[config.mk]
export PLATFORM = sky130hd
export DESIGN_NAME = at_response_stream_parser_unit_flat
export DESIGN_NICKNAME = d
export VERILOG_FILES = /design/src/atrsp_pkg.sv /design/src/atrsp_if.sv /design/src/atrsp_detector.sv /design/src/atrsp_parser.sv /design/src/at_response_stream_parser_unit.sv /design/src/flat_wrapper.sv
export SDC_FILE = /design/constraint.sdc
export NUM_CORES = 1
export LEC_CHECK = 0
export BUFFER_PORTS_ARGS = -buffer_cell sky130_fd_sc_hd__buf_2
export CAP_MARGIN = 15
export CORE_MARGIN = 1.5
export CORE_UTILIZATION = 58
export CTS_BUF_LIST = sky130_fd_sc_hd__clkbuf_4 sky130_fd_sc_hd__clkbuf_8
export DETAILED_ROUTE_END_ITERATION = 6
export PLACE_DENSITY = 0.8
export SETUP_SLACK_MARGIN = 0.5
export SLEW_MARGIN = 20
export SYNTH_ARGS = -nofsm -noshare
export SYNTH_HDL_FRONTEND = slang
export SYNTH_SLANG_ARGS = --single-unit
[constraint.sdc]
create_clock -name clk -period 3.2 [get_ports clk]
set_clock_uncertainty 0.1 [all_clocks]
set_input_delay 0.16 -clock clk [delete_from_list [all_inputs] [get_ports clk]]
set_output_delay 0.16 -clock clk [all_outputs]
set_load 0.005 [all_outputs]
[src/atrsp_pkg.sv]
// atrsp_pkg: shared types, event codes and match patterns for the at response parser
// no dependencies; compile first

package atrsp_pkg;

    localparam int LENGTH_BITS_DEF = 16;

    localparam logic [7:0] CHR_CR     = 8'h0D;
    localparam logic [7:0] CHR_LF     = 8'h0A;
    localparam logic [7:0] CHR_PROMPT = 8'h3E;
    localparam logic [7:0] CHR_COLON  = 8'h3A;
    localparam logic [7:0] CHR_ZERO   = 8'h30;
    localparam logic [7:0] CHR_NINE   = 8'h39;

    // patterns packed with the first character in the low byte
    localparam int OK_LEN   = 2;
    localparam int ERR_LEN  = 5;
    localparam int SOK_LEN  = 7;
    localparam int IPD_LEN  = 5;
    localparam logic [8*OK_LEN-1:0]  PAT_OK  = "KO";
    localparam logic [8*ERR_LEN-1:0] PAT_ERR = "RORRE";
    localparam logic [8*SOK_LEN-1:0] PAT_SOK = "KO DNES";
    localparam logic [8*IPD_LEN-1:0] PAT_IPD = ",DPI+";

    typedef enum logic [2:0] {
        EV_NONE       = 3'd0,
        EV_OK_RELEASE = 3'd1,
        EV_OK_HELD    = 3'd2,
        EV_ERROR      = 3'd3,
        EV_PROMPT     = 3'd4,
        EV_PAYLOAD    = 3'd5
    } event_t;

    typedef struct packed {
        logic step;
        logic clear;
    } det_ctrl_t;

endpackage

[src/atrsp_if.sv]
// atrsp_if: valid/ready stream interfaces for received bytes and parser results
// no dependencies

interface atrsp_in_if;
    logic       valid;
    logic       ready;
    logic [7:0] rx_byte;

    modport source (output valid, output rx_byte, input ready);
    modport sink (input valid, input rx_byte, output ready);
endinterface

interface atrsp_out_if;
    logic       valid;
    logic       ready;
    logic [2:0] event_res;
    logic [7:0] payload_byte;

    modport source (output valid, output event_res, output payload_byte, input ready);
    modport sink (input valid, input event_res, input payload_byte, output ready);
endinterface

[src/atrsp_detector.sv]
// atrsp_detector: running substring detector with its own progress register
// depends on atrsp_pkg

module atrsp_detector
    import atrsp_pkg::*;
#(
    parameter int LEN = OK_LEN,
    parameter logic [8*LEN-1:0] PATTERN = PAT_OK
)
(
    input  logic       clk,
    input  logic       rst_n,
    input  det_ctrl_t  ctrl,
    input  logic [7:0] rx_byte,
    output logic       hit
);

    localparam int PW = $clog2(LEN + 1);

    logic [PW-1:0] prog_reg;
    logic [PW-1:0] prog_next;
    logic [PW-1:0] p_eff;
    logic [PW-1:0] p_inc;

    always_comb
    begin
        p_eff = (prog_reg >= PW'(LEN)) ? '0 : prog_reg;
        if (rx_byte == PATTERN[8*p_eff +: 8])
        begin
            p_inc = p_eff + 1'b1;
        end
        else
        begin
            p_inc = (rx_byte == PATTERN[7:0]) ? PW'(1) : '0;
        end
        hit = (p_inc == PW'(LEN));

        prog_next = prog_reg;
        if (ctrl.clear || (ctrl.step && hit))
        begin
            prog_next = '0;
        end
        else if (ctrl.step)
        begin
            prog_next = p_inc;
        end
    end

    always_ff @(posedge clk or negedge rst_n)
    begin
        if (!rst_n)
        begin
            prog_reg <= '0;
        end
        else
        begin
            prog_reg <= prog_next;
        end
    end

endmodule

[src/atrsp_parser.sv]
// atrsp_parser: line, length and payload state with the four pattern detectors
// depends on atrsp_pkg, atrsp_detector

module atrsp_parser
    import atrsp_pkg::*;
#(
    parameter int LENGTH_BITS = LENGTH_BITS_DEF
)
(
    input  logic       clk,
    input  logic       rst_n,
    input  logic       step,
    input  logic [7:0] rx_byte,
    input  logic       send_mode,
    output event_t     event_res,
    output logic [7:0] payload_byte
);

    localparam int LB = LENGTH_BITS;

    typedef enum logic [1:0] {
        MODE_LINE = 2'd0,
        MODE_LEN  = 2'd1,
        MODE_DATA = 2'd2
    } mode_t;

    mode_t         mode_reg, mode_next;
    logic          prev_cr_reg, prev_cr_next;
    logic          first_reg, first_next;
    logic [2:0]    flags_reg, flags_next;
    logic [LB-1:0] rem_reg, rem_next;

    logic          line_mode;
    logic          do_clear;
    det_ctrl_t     det_ctrl;
    logic          hit_ok, hit_err, hit_sok, hit_ipd;
    logic [2:0]    flags_upd;
    logic [LB+3:0] prod;
    logic [LB-1:0] rem_dec;

    assign line_mode = (mode_reg != MODE_LEN) && (mode_reg != MODE_DATA);
    assign det_ctrl.step  = step && line_mode;
    assign det_ctrl.clear = step && line_mode && do_clear;

    atrsp_detector #(.LEN(OK_LEN), .PATTERN(PAT_OK)) u_det_ok
    (
        .clk(clk), .rst_n(rst_n), .ctrl(det_ctrl), .rx_byte(rx_byte), .hit(hit_ok)
    );

    atrsp_detector #(.LEN(ERR_LEN), .PATTERN(PAT_ERR)) u_det_err
    (
        .clk(clk), .rst_n(rst_n), .ctrl(det_ctrl), .rx_byte(rx_byte), .hit(hit_err)
    );

    atrsp_detector #(.LEN(SOK_LEN), .PATTERN(PAT_SOK)) u_det_sok
    (
        .clk(clk), .rst_n(rst_n), .ctrl(det_ctrl), .rx_byte(rx_byte), .hit(hit_sok)
    );

    atrsp_detector #(.LEN(IPD_LEN), .PATTERN(PAT_IPD)) u_det_ipd
    (
        .clk(clk), .rst_n(rst_n), .ctrl(det_ctrl), .rx_byte(rx_byte), .hit(hit_ipd)
    );

    // length times ten plus digit, saturating
    assign prod = ({4'b0, rem_reg} << 3) + ({4'b0, rem_reg} << 1)
                + {{LB{1'b0}}, rx_byte[3:0]};
    assign rem_dec = (rem_reg != '0) ? rem_reg - 1'b1 : '0;
    assign flags_upd = flags_reg | {hit_err, hit_sok, hit_ok};

    always_comb
    begin
        mode_next    = mode_reg;
        prev_cr_next = prev_cr_reg;
        first_next   = first_reg;
        flags_next   = flags_reg;
        rem_next     = rem_reg;
        do_clear     = 1'b0;
        event_res    = EV_NONE;
        payload_byte = 8'h00;

        unique case (mode_reg)
            MODE_LEN:
            begin
                if (rx_byte == CHR_COLON)
                begin
                    mode_next = (rem_reg == '0) ? MODE_LINE : MODE_DATA;
                end
                else if (rx_byte >= CHR_ZERO && rx_byte <= CHR_NINE)
                begin
                    rem_next = (prod[LB+3:LB] != 4'd0) ? '1 : prod[LB-1:0];
                end
            end
            MODE_DATA:
            begin
                event_res    = EV_PAYLOAD;
                payload_byte = rx_byte;
                rem_next     = rem_dec;
                if (rem_dec == '0)
                begin
                    mode_next = MODE_LINE;
                end
            end
            default:
            begin
                mode_next = MODE_LINE;
                if (!first_reg && prev_cr_reg && rx_byte == CHR_LF)
                begin
                    if (flags_upd[0])
                    begin
                        event_res = (send_mode && !flags_upd[1]) ? EV_OK_HELD : EV_OK_RELEASE;
                    end
                    else if (flags_upd[2])
                    begin
                        event_res = EV_ERROR;
                    end
                    do_clear = 1'b1;
                end
                else if (first_reg && send_mode && rx_byte == CHR_PROMPT)
                begin
                    event_res = EV_PROMPT;
                    do_clear  = 1'b1;
                end
                else if (hit_ipd)
                begin
                    mode_next = MODE_LEN;
                    rem_next  = '0;
                    do_clear  = 1'b1;
                end
                else
                begin
                    prev_cr_next = (rx_byte == CHR_CR);
                    first_next   = 1'b0;
                    flags_next   = flags_upd;
                end
                if (do_clear)
                begin
                    prev_cr_next = 1'b0;
                    first_next   = 1'b1;
                    flags_next   = 3'b000;
                end
            end
        endcase
    end

    always_ff @(posedge clk or negedge rst_n)
    begin
        if (!rst_n)
        begin
            mode_reg    <= MODE_LINE;
            prev_cr_reg <= 1'b0;
            first_reg   <= 1'b1;
            flags_reg   <= 3'b000;
            rem_reg     <= '0;
        end
        else if (step)
        begin
            mode_reg    <= mode_next;
            prev_cr_reg <= prev_cr_next;
            first_reg   <= first_next;
            flags_reg   <= flags_next;
            rem_reg     <= rem_next;
        end
    end

endmodule

[src/at_response_stream_parser_unit.sv]
// channel   dir   payload                        transaction
// in_ch     in    rx_byte[7:0]                   one received modem byte
// out_ch    out   event_res[2:0], payload_byte   exactly one result per byte
// cfg       in    cfg_we, cfg_wdata[0]           send_command_mode write
//
// two-stage pipeline: input register, then parser logic into the result register
// one byte per cycle while out_ch is ready; valid rises when the result register loads
// throughput is set by the single parser pass between the two registers
// rst_n asynchronous, active low; clears control state and parser state
// a stalled out_ch holds its result; in_ch stays ready while the input register can move
// depends on atrsp_pkg, atrsp_if, atrsp_parser

module at_response_stream_parser_unit
    import atrsp_pkg::*;
#(
    parameter int LENGTH_BITS = LENGTH_BITS_DEF
)
(
    input  logic           clk,
    input  logic           rst_n,
    input  logic           cfg_we,
    input  logic [0:0]     cfg_wdata,
    atrsp_in_if.sink       in_ch,
    atrsp_out_if.source    out_ch
);

    logic       scm_reg;
    logic       s1_valid_reg;
    logic [7:0] s1_byte_reg;
    logic       out_valid_reg;
    event_t     out_event_reg;
    logic [7:0] out_payload_reg;

    logic       advance;
    event_t     ev;
    logic [7:0] data;

    assign advance     = s1_valid_reg && (!out_valid_reg || out_ch.ready);
    assign in_ch.ready = !s1_valid_reg || advance;

    atrsp_parser #(.LENGTH_BITS(LENGTH_BITS)) u_parser
    (
        .clk(clk),
        .rst_n(rst_n),
        .step(advance),
        .rx_byte(s1_byte_reg),
        .send_mode(scm_reg),
        .event_res(ev),
        .payload_byte(data)
    );

    always_ff @(posedge clk or negedge rst_n)
    begin
        if (!rst_n)
        begin
            scm_reg       <= 1'b0;
            s1_valid_reg  <= 1'b0;
            out_valid_reg <= 1'b0;
        end
        else
        begin
            if (cfg_we)
            begin
                scm_reg <= cfg_wdata[0];
            end
            if (in_ch.valid && in_ch.ready)
            begin
                s1_valid_reg <= 1'b1;
            end
            else if (advance)
            begin
                s1_valid_reg <= 1'b0;
            end
            if (advance)
            begin
                out_valid_reg <= 1'b1;
            end
            else if (out_ch.ready)
            begin
                out_valid_reg <= 1'b0;
            end
        end
    end

    always_ff @(posedge clk)
    begin
        if (in_ch.valid && in_ch.ready)
        begin
            s1_byte_reg <= in_ch.rx_byte;
        end
        if (advance)
        begin
            out_event_reg   <= ev;
            out_payload_reg <= data;
        end
    end

    assign out_ch.valid        = out_valid_reg;
    assign out_ch.event_res    = out_event_reg;
    assign out_ch.payload_byte = out_payload_reg;

endmodule

[src/flat_wrapper.sv]
// flat-port wrapper written by rule: the top's interface ports become plain ports
module at_response_stream_parser_unit_flat import atrsp_pkg::*;
#(
    parameter int LENGTH_BITS = LENGTH_BITS_DEF
)
  (clk, rst_n, cfg_we, cfg_wdata, in_ch_valid, in_ch_rx_byte, in_ch_ready, out_ch_valid, out_ch_event_res, out_ch_payload_byte, out_ch_ready);
  atrsp_in_if in_ch_i ();
  atrsp_out_if out_ch_i ();
  input  logic clk;
  input  logic rst_n;
  input  logic cfg_we;
  input  logic [0:0] cfg_wdata;
  input wire logic [$bits(in_ch_i.valid)-1:0] in_ch_valid;
  input wire logic [$bits(in_ch_i.rx_byte)-1:0] in_ch_rx_byte;
  output wire logic [$bits(in_ch_i.ready)-1:0] in_ch_ready;
  output wire logic [$bits(out_ch_i.valid)-1:0] out_ch_valid;
  output wire logic [$bits(out_ch_i.event_res)-1:0] out_ch_event_res;
  output wire logic [$bits(out_ch_i.payload_byte)-1:0] out_ch_payload_byte;
  input wire logic [$bits(out_ch_i.ready)-1:0] out_ch_ready;
  assign in_ch_i.valid = in_ch_valid;
  assign in_ch_i.rx_byte = in_ch_rx_byte;
  assign in_ch_ready = in_ch_i.ready;
  assign out_ch_valid = out_ch_i.valid;
  assign out_ch_event_res = out_ch_i.event_res;
  assign out_ch_payload_byte = out_ch_i.payload_byte;
  assign out_ch_i.ready = out_ch_ready;
  at_response_stream_parser_unit #(.LENGTH_BITS(LENGTH_BITS)) u_core (.clk(clk), .rst_n(rst_n), .cfg_we(cfg_we), .cfg_wdata(cfg_wdata), .in_ch(in_ch_i), .out_ch(out_ch_i));
endmodule
# After elaboration in Yosys (flattened, before gate mapping)
# Cells that the tools add are included.
classes:
  add_sub_neg: 7
  magnitude_cmp: 6
  eq_ne: 29
  shift: 4
  muxes: 62
  bitwise_logic: 2
  reduce_logical: 40
op_table:
  columns: ["cell", "count"]
  rows:
  - ["$mux W16", 7]
  - ["$shiftx A40 B7 Y8 const A", 2]
  - ["$shiftx A56 B7 Y8 const A", 1]
  - ["$mux W3", 18]
  - ["$eq A8 B8 Y1", 4]
  - ["$logic_not A16 Y1", 2]
  - ["$pmux W16 S2", 1]
  - ["$eq A8 B6 Y1 const B", 3]
  - ["$eq A8 B7 Y1 const B", 3]
  - ["$mux W1", 24]
  - ["$add A19 B17 Y20", 1]
  - ["$add A20 B4 Y20", 1]
  - ["$mux W2", 10]
  - ["$eq A8 B4 Y1 const B", 2]
  - ["$reduce_bool A16 Y1", 1]
  - ["$shiftx A16 B6 Y8 const A", 1]
  - ["$sub A16 B1 Y16 const B", 1]
  - ["$logic_and A1 B1 Y1", 15]
  - ["$reduce_bool A2 Y1", 6]
  - ["$ne A2 B2 Y1 const B", 5]
  - ["$add A3 B1 Y3 const B", 3]
  - ["$eq A3 B3 Y1 const B", 3]
  - ["$ge A3 B3 Y1 const B", 3]
  - ["$ge A8 B6 Y1 const B", 1]
  - ["19 further kinds", 32]
word_totals:
  ff_bits: 56
  inputBits: 14
  out_inout_bits: 13
  word_cells: 165

# Logic depth before layout (Yosys ltp)
logic_depth:
  word_depth: 14
  depth_mapped: 13

# Modules after synthesis
# From an unflattened synthesis, not the netlist that was laid out.
unflattened:
  hier_cells: 565
  hier_area_um2: 5188.7
by_module_without_submodules:
  columns: ["mod", "instances", "cells_each", "area_per_inst_um2"]
  rows:
  - ["atrsp_parser", 1, 368, 3021.6]
  - ["at_response_stream_parser_unit", 1, 29, 710.7]
  - ["atrsp_detector at u_core.u_parser.u_det_ipd", 1, 54, 479.2]
  - ["atrsp_detector at u_core.u_parser.u_det_sok", 1, 58, 466.7]
  - ["atrsp_detector at u_core.u_parser.u_det_err", 1, 46, 396.6]
  - ["atrsp_detector at u_core.u_parser.u_det_ok", 1, 10, 113.9]

# Worst setup path after synthesis
# OpenSTA, ideal clock, no wires.
synth_timing:
  kind: "flip-flop to flip-flop"
  startpoint: "reg u_core.s1_byte_reg[3]"
  endpoint: "reg u_core.u_parser.rem_reg[10]"
  setup_ns: 0.083
  t_arrival_ns: 3.066
  required_ns: 3.017
  slack_ns: -0.049
  stages_incl_launch_ff: 14
  path_buffers: 2
  cell_sequence: "edfxtp_1 buf_2 inv_1 fa_1 inv_1 fa_1 a21oi_1 o211a_1 nand3b_1 a31oi_1 o22ai_1 clkbuf_1 a211oi_1 o21ai_0"
synth_via:
  elab_chain_cells: 6
synth_lines:
  columns: ["item", "line", "rtl"]
  rows:
  - ["from (decl)", "at_response_stream_parser_unit.sv:29", "logic [7:0] s1_byte_reg;"]
  - ["from (signal assigned)", "at_response_stream_parser_unit.sv:89", "s1_byte_reg <= in_ch.rx_byte;"]
  - ["$add A20 B4 Y20 or $eq A8 B6 Y1 (tied branches)", "atrsp_parser.sv:67, atrsp_detector.sv:34", null]
  - ["$reduce_bool A4 Y1 or $mux W1 (tied branches)", "atrsp_parser.sv:91, atrsp_detector.sv:34", null]
  - ["$mux W16 or $mux W3 (tied branches)", "atrsp_parser.sv:91, atrsp_detector.sv:28", null]
  - ["$mux W16 or $eq A3 B3 Y1 (tied branches)", "atrsp_parser.sv:89, atrsp_detector.sv:36", null]
  - ["$mux W16 or $reduce_bool A3 Y1 (tied branches)", null, null]
  - ["$pmux W16 S2 or $reduce_and A6 Y1 (tied branches)", null, null]
  - ["to (signal assigned)", "atrsp_parser.sv:162", "rem_reg <= rem_next;"]
  - ["to (decl)", "atrsp_parser.sv:31", "logic [LB-1:0] rem_reg, rem_next;"]
# Several ways; a longest one is shown, not always the timed one. The select of a mux whose other input is x is not followed.
# A chain may end at the register's enable or synchronous reset.

# Worst setup path after layout
layout_timing:
  startpoint: "reg u_core.s1_byte_reg[3]"
  endpoint: "reg u_core.u_parser.rem_reg[2]"
# Same word-level chain as after synthesis.

==> run summary <==
WL/cell: 20.87 um
Rows: 33
First-pass GRT wire length: 23,720 um
CTS sink count: 56
Port Buffer Count: 26
Die Area: 9053 um^2
Hold Path Class: primary input to flop
Max reg flops: 16
Area Growth Syn to Fin: 30.44%
TritonRoute pass-1 iters: 7
Post-Layout Cell Count: 779
Nets: 734
Syn nets: 634
Primary FF master, synth: dfrtp_1
Synth area leaders: dfrtp_1 (18%), edfxtp_1 (12%), ha_1 (11%), o21ai_0 (3.5%), a211oi_1 (3.4%)
Post-synthesis cell type count: 71
CTS tree: yes
CP Capture Type: flop
Pin count of the biggest net entering global routing: 38
GR met1 Demand/Resource: 0.4796
Worst-Skew Late Latency: 0.32 ns
Tightest Pin Transition: 0.8987 ns
TritonCTS Buffers: 5
I/O Pins: 27
Pleak: 2.745 nW
GR Util met3: 0.06619
Max Slew Vio Count: 0
DRT antenna net count: 0
Detail Placement HPWL: 10,620 um
Syn. warnings: 0
Max-slew headroom: 0.4009
Initial antenna violation count: 0
Final Critical Period: 3.154 ns
Final WL: 16,250 um
Starting density of the core: 0.5994
CP Launch Type: flop
Mapped cell area: 4925 um^2
Fin crit share: 0.9856
# DRC: 0
Most Used Layer, Global Route: met2
Crit path arrival time: 3.24 ns
Die width: 95.15 um
Chip height: 95.15 um
P per Cell Area: 222.1 nW/um^2
Endpoints failing hold: 0
WP data required: 3.28 ns
Max-cap violations: 0
Maximum VDD drop: 0.0002100 V
Mux share of post-synthesis cell area: 0.01905
CP max FO: 11
Worst-case clock buffer depth: 2
Vias in the first global route: 4,777
Diode count: 0
Met2 usage: 0.5177
Core area: 8217 um^2
FF+latch count, synth: 56
Layout cells sized above 1: 0.3175
Routability congestion estimate: 0.9895
Gr usage total: 0.3380
CTS clk-pin slew, worst paths: 0.11 ns
Number of DRC markers in iteration 0: 654
Synthesized area per cell: 8.595 um^2
Flop-to-flop setup slack: 0.05 ns
Dpl cells: 721
Post-synth EDFFs: 19
Vias: 5,297
Synth Area in Adders: 0.1225
Final setup fails: 0
CTS root buffer: clkbuf_8
H-Tree Depth: 2
Register area share after synthesis: 0.3041
Total Neg Setup Slack: 0 ns
Synth Area in Simple Gates: 0.2210
Post-synth top area cell: dfrtp_1
Vias per cell: 6.800
RSZ-0062 raised after global routing: true
Main combinational cell family by area after synthesis: compound AO/OA/AOI/OAI gates
FFs w/ async S/R, synth: 0.6607
Synth Area in XOR/XNOR: 0.03557
Synth Area in Compound Gates: 0.2492
Peak Freq: 317.1 MHz
GR Overflow Total: 0
Status: complete, no violations
Final Util: 0.7818
Crit path kind: flop to flop
Share of the synthesized area in the top cell type: 0.1829
Post-synthesis cell count: 573
## final timing paths
| check | cells after the start | from | endpoint |
|---|---|---|---|
| hold / removal | 3 | out_ch_ready | u_core.s1_valid_reg |
| max in group asynchronous | 2 | rst_n | u_core.u_parser.rem_reg[1] |
| setup reg to reg | 12 | u_core.s1_byte_reg[3] | u_core.u_parser.rem_reg[2] |
| hold reg to reg | 1 | u_core.s1_valid_reg | u_core.out_ch.valid |
| setup / recovery | 12 | u_core.s1_byte_reg[3] | u_core.u_parser.rem_reg[2] |
| min in group asynchronous | 2 | rst_n | u_core.u_parser.u_det_ipd.prog_reg[1] |
## stage by stage
stage          total power [W]  hold slack [ns]  instance area (um^2)  setup slack [ns]
3_5_place_dp         0.0009712           0.2315                  5515          -0.06480
2_1_floorplan        0.0008940          -0.2356                  5051            0.1927
6_report              0.001427          0.03676                  6424           0.04619
4_1_cts               0.001386          0.03786                  6057            0.2174
3_3_place_gp         0.0009643           0.2178                  5515           0.06980
5_1_grt               0.001474          0.04842                  6424          -0.09671
## cell families after synthesis
kind of cell,count (synthesis)
AOI/OAI and AO/OA,178
xor gates and xnor gates,20
adders and majority gates,47
buffers and inverters,63
DFF,56
muxes,9
and+or+nand+nor,200
## power breakdown
part,total [W],switching [W],leakage [nW],internal (W)
Clock,0.000408,0.000252,0.0445,0.000156
Combinational,0.000235,0.000131,2.03,0.000104
Sequential,0.000784,0.0000180,0.666,0.000766
## timing repair
action / CTS / global route
hold endpoints to repair: 46 / 0
resized for setup: 38 / 58
setup buffers: 22 / 14
setup endpoints to repair: 31 / 29
pin swaps: 28 / 39
cloned: 1 / 1
hold buffers: 12 / 0
## area by class of cell
cell class                      count  area (um^2)
Multi-Input combinational cell    455         3660
Fill cell                         491         1793
Timing Repair Buffer              123        917.1
Inverter                           32        122.6
Sequential cell                    56         1503
Clock inverter                      3        21.27
Tap cell                          105        131.4
Clock buffer                        5        68.82
## layout by cell type (no fill, tap or decap), drive strengths merged, types with 11 or more instances in the layout
master / count
inv: 32
nand2: 40
o21ai: 34
nor2: 37
dlygate4sd3: 12
dfrtp: 36
nor3: 23
edfxtp: 19
ha: 45
nand2b: 12
and2: 12
nand3: 11
a21oi: 32
a211oi: 23
buf: 111
xnor2: 13
a31oi: 11
nor4: 11
## per-layer routing
metal / wire length (um) / up-vias
li1: - / 2348
met1: 6583 / 2470
met2: 7187 / 407
met3: 1966 / 72
met4: 517 / 0
met5: 0 / -
## critical path: stages, from the launching register on
cell,delay [ns]
edfxtp_1,0.42
inv_4,0.05
fa_1,0.54
inv_2,0.06
fa_2,0.42
a21oi_2,0.19
o211a_1,0.20
nand3b_1,0.17
and4_4,0.26
o22ai_4,0.08
buf_12,0.17
a211oi_2,0.23
o211ai_1,0.12
## cell usage after synthesis, drive strengths merged (5+ instances only)
library cell	number
xor2	7
nand3	11
nor2	37
nand2b	12
o211ai	6
ha	45
nor4	11
or3	7
o21ai	34
or4	5
dfrtp	36
nand4	5
xnor2	13
o21a	10
or2	7
nor3	23
clkbuf	28
mux2i	6
nand2	40
a31oi	11
inv	31
a21oi	32
o31a	7
and2	12
a211oi	23
a21o	9
nor2b	8
edfxtp	19
Power figures use the tool's default switching activity.
